<file path="src/hdl/wspm_pkg.sv">
// ----------------------------------------------------------------------------
// wspm_pkg
// Shared types and constants for the weighted segment position mapper.
// ----------------------------------------------------------------------------
package wspm_pkg;

   localparam int MAX_SEGMENTS_DEF = 1024;
   localparam int POS_BITS_DEF     = 32;
   localparam int TOTAL_BITS_DEF   = 48;

   localparam int CHROM_W  = 8;
   localparam int PPOS_W   = 32;
   localparam int CN_W     = 8;
   localparam int PTOT_W   = 48;
   localparam int STATUS_W = 3;
   localparam int SEGNUM_W = 10;

   localparam logic CMD_ADD = 1'b0;
   localparam logic CMD_MAP = 1'b1;

   typedef enum logic [STATUS_W-1:0] {
      STAT_ADDED    = 3'd0,
      STAT_MAPPED   = 3'd1,
      STAT_FULL     = 3'd2,
      STAT_EMPTY    = 3'd3,
      STAT_BEYOND   = 3'd4,
      STAT_OVERFLOW = 3'd5
   } status_type;

   typedef enum logic [2:0] {
      ST_IDLE,
      ST_ADD_MUL,
      ST_ADD_CHK,
      ST_SRCH,
      ST_SRCH_CMP,
      ST_FETCH,
      ST_DIV,
      ST_RESULT
   } state_type;

   typedef struct packed {
      logic               command;
      logic [CHROM_W-1:0] chrom_index;
      logic [PPOS_W-1:0]  seg_begin;
      logic [PPOS_W-1:0]  seg_finish;
      logic [CN_W-1:0]    copy_number;
      logic [PTOT_W-1:0]  weighted_pos;
      logic               empty;
   } item_type;

endpackage

</file>
<file path="src/hdl/wspm_if.sv">
// ----------------------------------------------------------------------------
// wspm_req_if / wspm_rsp_if
// Valid/ready channels for commands and results.
// ----------------------------------------------------------------------------
interface wspm_req_if;
   logic                          valid;
   logic                          ready;
   logic                          command;
   logic [wspm_pkg::CHROM_W-1:0]  chrom_index;
   logic [wspm_pkg::PPOS_W-1:0]   seg_begin;
   logic [wspm_pkg::PPOS_W-1:0]   seg_finish;
   logic [wspm_pkg::CN_W-1:0]     copy_number;
   logic [wspm_pkg::PTOT_W-1:0]   weighted_pos;

   modport source (output valid, command, chrom_index, seg_begin, seg_finish,
                   copy_number, weighted_pos, input ready);
   modport sink (input valid, command, chrom_index, seg_begin, seg_finish,
                 copy_number, weighted_pos, output ready);
endinterface


</file>
<file path="src/hdl/wspm_front.sv">
// ----------------------------------------------------------------------------
// wspm_front
// Accepts command transactions, flags empty intervals and queues them.
// ----------------------------------------------------------------------------
module wspm_front #(
   parameter int POS_BITS = wspm_pkg::POS_BITS_DEF
) (
   input  logic                clock,
   input  logic                reset,
   wspm_req_if.sink            req_chan,
   output logic                q_valid,
   output wspm_pkg::item_type  q_item,
   input  logic                q_pop
);

   wspm_pkg::item_type  slot_ff [2];
   logic                wr_ptr_ff, wr_ptr_in;
   logic                rd_ptr_ff, rd_ptr_in;
   logic [1:0]          count_ff, count_in;
   logic                push;
   logic [POS_BITS-1:0] b_m, f_m;
   wspm_pkg::item_type  new_item;

   assign b_m = POS_BITS'(req_chan.seg_begin);
   assign f_m = POS_BITS'(req_chan.seg_finish);

   always_comb begin
      new_item.command      = req_chan.command;
      new_item.chrom_index  = req_chan.chrom_index;
      new_item.seg_begin    = req_chan.seg_begin;
      new_item.seg_finish   = req_chan.seg_finish;
      new_item.copy_number  = req_chan.copy_number;
      new_item.weighted_pos = req_chan.weighted_pos;
      new_item.empty        = (f_m <= b_m);
   end

   assign req_chan.ready = (count_ff != 2'd2);
   assign push           = req_chan.valid && req_chan.ready;
   assign q_valid        = (count_ff != 2'd0);
   assign q_item         = slot_ff[rd_ptr_ff];

   assign wr_ptr_in = push ? ~wr_ptr_ff : wr_ptr_ff;
   assign rd_ptr_in = q_pop ? ~rd_ptr_ff : rd_ptr_ff;
   assign count_in  = count_ff + {1'b0, push} - {1'b0, q_pop};

   always_ff @(posedge clock) begin
      if (reset) begin
         wr_ptr_ff <= 1'b0;
         rd_ptr_ff <= 1'b0;
         count_ff  <= 2'd0;
      end else begin
         wr_ptr_ff <= wr_ptr_in;
         rd_ptr_ff <= rd_ptr_in;
         count_ff  <= count_in;
      end
   end

   always_ff @(posedge clock) begin
      if (push) begin
         slot_ff[wr_ptr_ff] <= new_item;
      end
   end

endmodule

</file>
<file path="src/flat_wrapper.sv">
// flat-port wrapper written by rule: the top's interface ports become plain ports
module wspm_front_flat 
#(
   parameter int POS_BITS = wspm_pkg::POS_BITS_DEF
)
  (clock, reset, q_valid, q_item, q_pop, req_chan_valid, req_chan_command, req_chan_chrom_index, req_chan_seg_begin, req_chan_seg_finish, req_chan_copy_number, req_chan_weighted_pos, req_chan_ready);
  wspm_req_if req_chan_i ();
  input  logic clock;
  input  logic reset;
  output logic q_valid;
  output wspm_pkg::item_type q_item;
  input  logic q_pop;
  input wire logic [$bits(req_chan_i.valid)-1:0] req_chan_valid;
  input wire logic [$bits(req_chan_i.command)-1:0] req_chan_command;
  input wire logic [$bits(req_chan_i.chrom_index)-1:0] req_chan_chrom_index;
  input wire logic [$bits(req_chan_i.seg_begin)-1:0] req_chan_seg_begin;
  input wire logic [$bits(req_chan_i.seg_finish)-1:0] req_chan_seg_finish;
  input wire logic [$bits(req_chan_i.copy_number)-1:0] req_chan_copy_number;
  input wire logic [$bits(req_chan_i.weighted_pos)-1:0] req_chan_weighted_pos;
  output wire logic [$bits(req_chan_i.ready)-1:0] req_chan_ready;
  assign req_chan_i.valid = req_chan_valid;
  assign req_chan_i.command = req_chan_command;
  assign req_chan_i.chrom_index = req_chan_chrom_index;
  assign req_chan_i.seg_begin = req_chan_seg_begin;
  assign req_chan_i.seg_finish = req_chan_seg_finish;
  assign req_chan_i.copy_number = req_chan_copy_number;
  assign req_chan_i.weighted_pos = req_chan_weighted_pos;
  assign req_chan_ready = req_chan_i.ready;
  wspm_front #(.POS_BITS(POS_BITS)) u_core (.clock(clock), .reset(reset), .req_chan(req_chan_i), .q_valid(q_valid), .q_item(q_item), .q_pop(q_pop));
endmodule
</file>
<file path="config.mk">
export PLATFORM = sky130hd
export DESIGN_NAME = wspm_front_flat
export DESIGN_NICKNAME = d
export VERILOG_FILES = /design/src/hdl/wspm_pkg.sv /design/src/hdl/wspm_if.sv /design/src/hdl/wspm_front.sv /design/src/flat_wrapper.sv
export SDC_FILE = /design/constraint.sdc
export NUM_CORES = 1
export LEC_CHECK = 0
export ABC_AREA = 1
export BUFFER_PORTS_ARGS = -buffer_cell sky130_fd_sc_hd__buf_2
export CORE_MARGIN = 2
export CORE_UTILIZATION = 53
export CTS_CLUSTER_SIZE = 8
export DETAILED_ROUTE_END_ITERATION = 8
export HOLD_SLACK_MARGIN = 0.02
export PLACE_DENSITY = 0.81
export SLEW_MARGIN = 20
export SYNTH_ARGS = -nofsm -noshare
export SYNTH_HDL_FRONTEND = slang
export SYNTH_SLANG_ARGS = --single-unit
</file>
<file path="constraint.sdc">
create_clock -name clock -period 7.1 [get_ports clock]
set_input_delay 0.355 -clock clock [delete_from_list [all_inputs] [get_ports clock]]
set_output_delay 0.355 -clock clock [all_outputs]
set_load 0.05 [all_outputs]
</file>
==> metrics <==
Highest Clock Rate=0.305 GHz; leftover overflow at the end of global routing=0; sequential-to-total area share from yosys stat=between 70% and 80%; total number of nets in the final design=1040; Final Critical Period=3.28 ns; buffer type at the clock tree root=sky130_fd_sc_hd__clkbuf_16; Worst-Skew Late Latency=0.50 ns; Finish-stage setup viols=0; hold bufs inserted after CTS=3; Yosys warning total=0; mean routed wirelength per cell=approximately 18 um; Longest Clk Path Bufs=3; Syn-to-layout area delta=25.9%; wire length reported by the detailed router=~20 mm; Clk pin slew, worst setup/hold paths=about 0.05 ns; layout cell share with drive strength beyond 1=50.6%; Hold/Removal Path Class=in2reg; setup TNS=0 ns; terminus of the critical flop-to-flop path=u_core.slot_ff[0][108]$_DFFE_PP_; area of the mapped netlist=about 10000 sq um; number of clock buffers inserted by TritonCTS=39; worst hold stages=1; number of cells in the finished layout apart from fillers=approximately 1200; Total Die Area=between 20000 and 25000 sq um; critical path class=reg2out; number of antenna violations at the first check in global routing=2; arrival time reported for the critical path endpoint=~2.9 ns; number of design-rule violations left by the first detailed-router iteration=roughly 220; Antenna Violating Nets Remaining=0; worst relative slew slack=a little under a third; Post-synth EDFFs=260; number of distinct library cells after synthesis=22; detailed-router iteration count before antenna repair=4; gp weighted congestion=just under 0.8; Global Route Usage Sum=between 15 and 20%; hold slack final=0.0405 ns; IO buf count=around 260; largest net degree at the start of global routing=between 80 and 90; cells after synthesis=between 500 and 600; startpoint of the tightest hold check path=req_chan_weighted_pos[43]; Register Area=just under 8000 sq um; Filler cells=between 1000 and 1500; proportion of register bits with asynchronous set or reset after synthesis=0%; power density of the placed cells=around 340 nW/um^2; horizontal extent of the die=about 140 um; final slew viol count=0; critical path endpoint category=output pin; detailed-route DRC error count=0; clock skew=0.0139 ns; crit path launch type=flop; vertical die dimension=145 um; worst supply voltage drop on vdd=roughly 190 uV; Power Total=around 4.5 mW; syn avg cell area=18.3 sq um; highest-count cells in the layout ignoring fill and taps=sky130_fd_sc_hd__buf_2, sky130_fd_sc_hd__edfxtp_1, sky130_fd_sc_hd__mux2_2; run status=finished clean; # Max-Cap Violations=0; Initial Util=a little over half; nets in the synthesized netlist=about 740; # placed instances=1092; final hold violation count=0; deepest level of the CTS H-tree=2; most common cell after layout, fill and taps aside=sky130_fd_sc_hd__buf_2; Post-Layout Inst Area=between 10000 and 15000 sq um; half-perimeter wire length of the detailed placement result=~13 mm; vias in the first global route=slightly below 6000; area occupied by multi-input gates=about 2300 sq um; TritonCTS clock tree=done; hold endpoint=u_core.slot_ff[1][44]$_DFFE_PP_; vias per cell=a little over 5; total of cells resized after clock tree synthesis=0; critical path required time=a little under 7 ns; unrepaired setup endpoints after global routing=no; # clock sinks=~270; leakage power=~5.2 nW; transition time at the pin with the least slew margin=about 1.0 ns; buffer count from post-CTS setup fixing=0; Tcrit/Tclk final=a little under half; Synth Register Bits=265; global-route wire length before repair=between 20 and 30 mm; setup slack, reg-to-reg=5.21 ns; length in cells of the worst reg-to-reg path=5; startpoint of the worst register-to-register path=u_core.count_ff[0]$_SDFF_PP0_; core area=between 15000 and 20000 sq um; Boundary Pins=~270; critical path fanouts, max=74; count of standard-cell rows=~50; Post-DP Area=~12000 sq um; Post-synth top flop=sky130_fd_sc_hd__edfxtp_1; routed vias=between 5000 and 6000
==> cell type report <==
type                    instances  area share [%]
flip-flops and latches        265            59.9
multi-input cells             249            17.3
repair buffers                274            10.8
clock buffers                  50            7.87
well taps                     265            2.51
inverters                      44            1.25
clock inverters                 3           0.256
diodes                          1          0.0190
==> worst max-delay path by stage <==
stage / from / end / slack (ns) / cells after the start
floorplan: u_core.count_ff[0]$_SDFF_PP0_ / u_core.slot_ff[1][0]$_DFFE_PP_ / 0.16 / 4
global placement: flop / q_item[38] / 4.29 / 3
detailed placement: flop / q_item[16] / 4.30 / 3
CTS: flop / q_item[38] / 3.75 / 3
global route: flop / q_item[126] / 3.63 / 3
finish: flop / q_item[42] / 3.82 / 3
==> flip-flops by register name, summed over array words and instances (netlist names), named ones only <==
name	cells
u_core.rd_ptr_ff	1
u_core.wr_ptr_ff	1
u_core.count_ff	2
u_core.slot_ff	260
==> logic make-up after synthesis <==
logic type | count (synthesis) | synth area share (%)
XOR/XNOR | 2 | 0.167
adder cells (fa/ha/maj) | 34 | 4.06
buffers and inverters | 58 | 2.87
AND/OR/NAND/NOR | 64 | 2.52
multiplexers | 130 | 14.0
flip-flops | 265 | 75.4
AO/OA/AOI/OAI | 19 | 0.979
==> worst max-delay path, stage by stage, from the launching register on <==
cell and delay, ns:
sky130_fd_sc_hd__dfxtp_4 1.01, sky130_fd_sc_hd__buf_4 0.75, sky130_fd_sc_hd__mux2_2 0.42, sky130_fd_sc_hd__buf_2 0.22
==> per-stage QoR <==
step	setup slack, ns	utilization, %
2_1_floorplan	0.160	-
5_1_grt	3.63	67.8
3_3_place_gp	4.29	61.9
3_5_place_dp	4.30	61.9
6_report	3.82	67.8
4_1_cts	3.75	67.6
==> report_power, final <==
part	internal, mW	switching (mW)
sequential	1.93	0.0561
combinational	0.250	0.684
clock	1.01	0.593
total	3.19	1.33
==> cells in the mapped netlist (all sizes together) (2+ instances only) <==
| master | count | area share [%] |
|---|---|---|
| inv | 44 | 1.6 |
| dfxtp | 5 | 0.96 |
| o21ai | 2 | 0.096 |
| nand2 | 40 | 1.4 |
| edfxtp | 260 | 74 |
| nand3 | 2 | 0.096 |
| o21a | 2 | 0.14 |
| a21oi | 14 | 0.67 |
| buf | 14 | 1.3 |
| ha | 34 | 4.1 |
| mux2 | 130 | 14 |
| nand4 | 2 | 0.12 |
| nor2 | 16 | 0.57 |
==> per-layer routing <==
metal / routed length, um / vias up / track usage (%)
li1: - / 2748 / -
met1: 8020 / 2833 / 21.9
met2: 10100 / 233 / 31.7
met3: 1790 / 50 / 6.03
met4: 549 / 2 / 7.31
met5: 12 / - / 0
No activity file was read; power rests on OpenSTA's default activity.
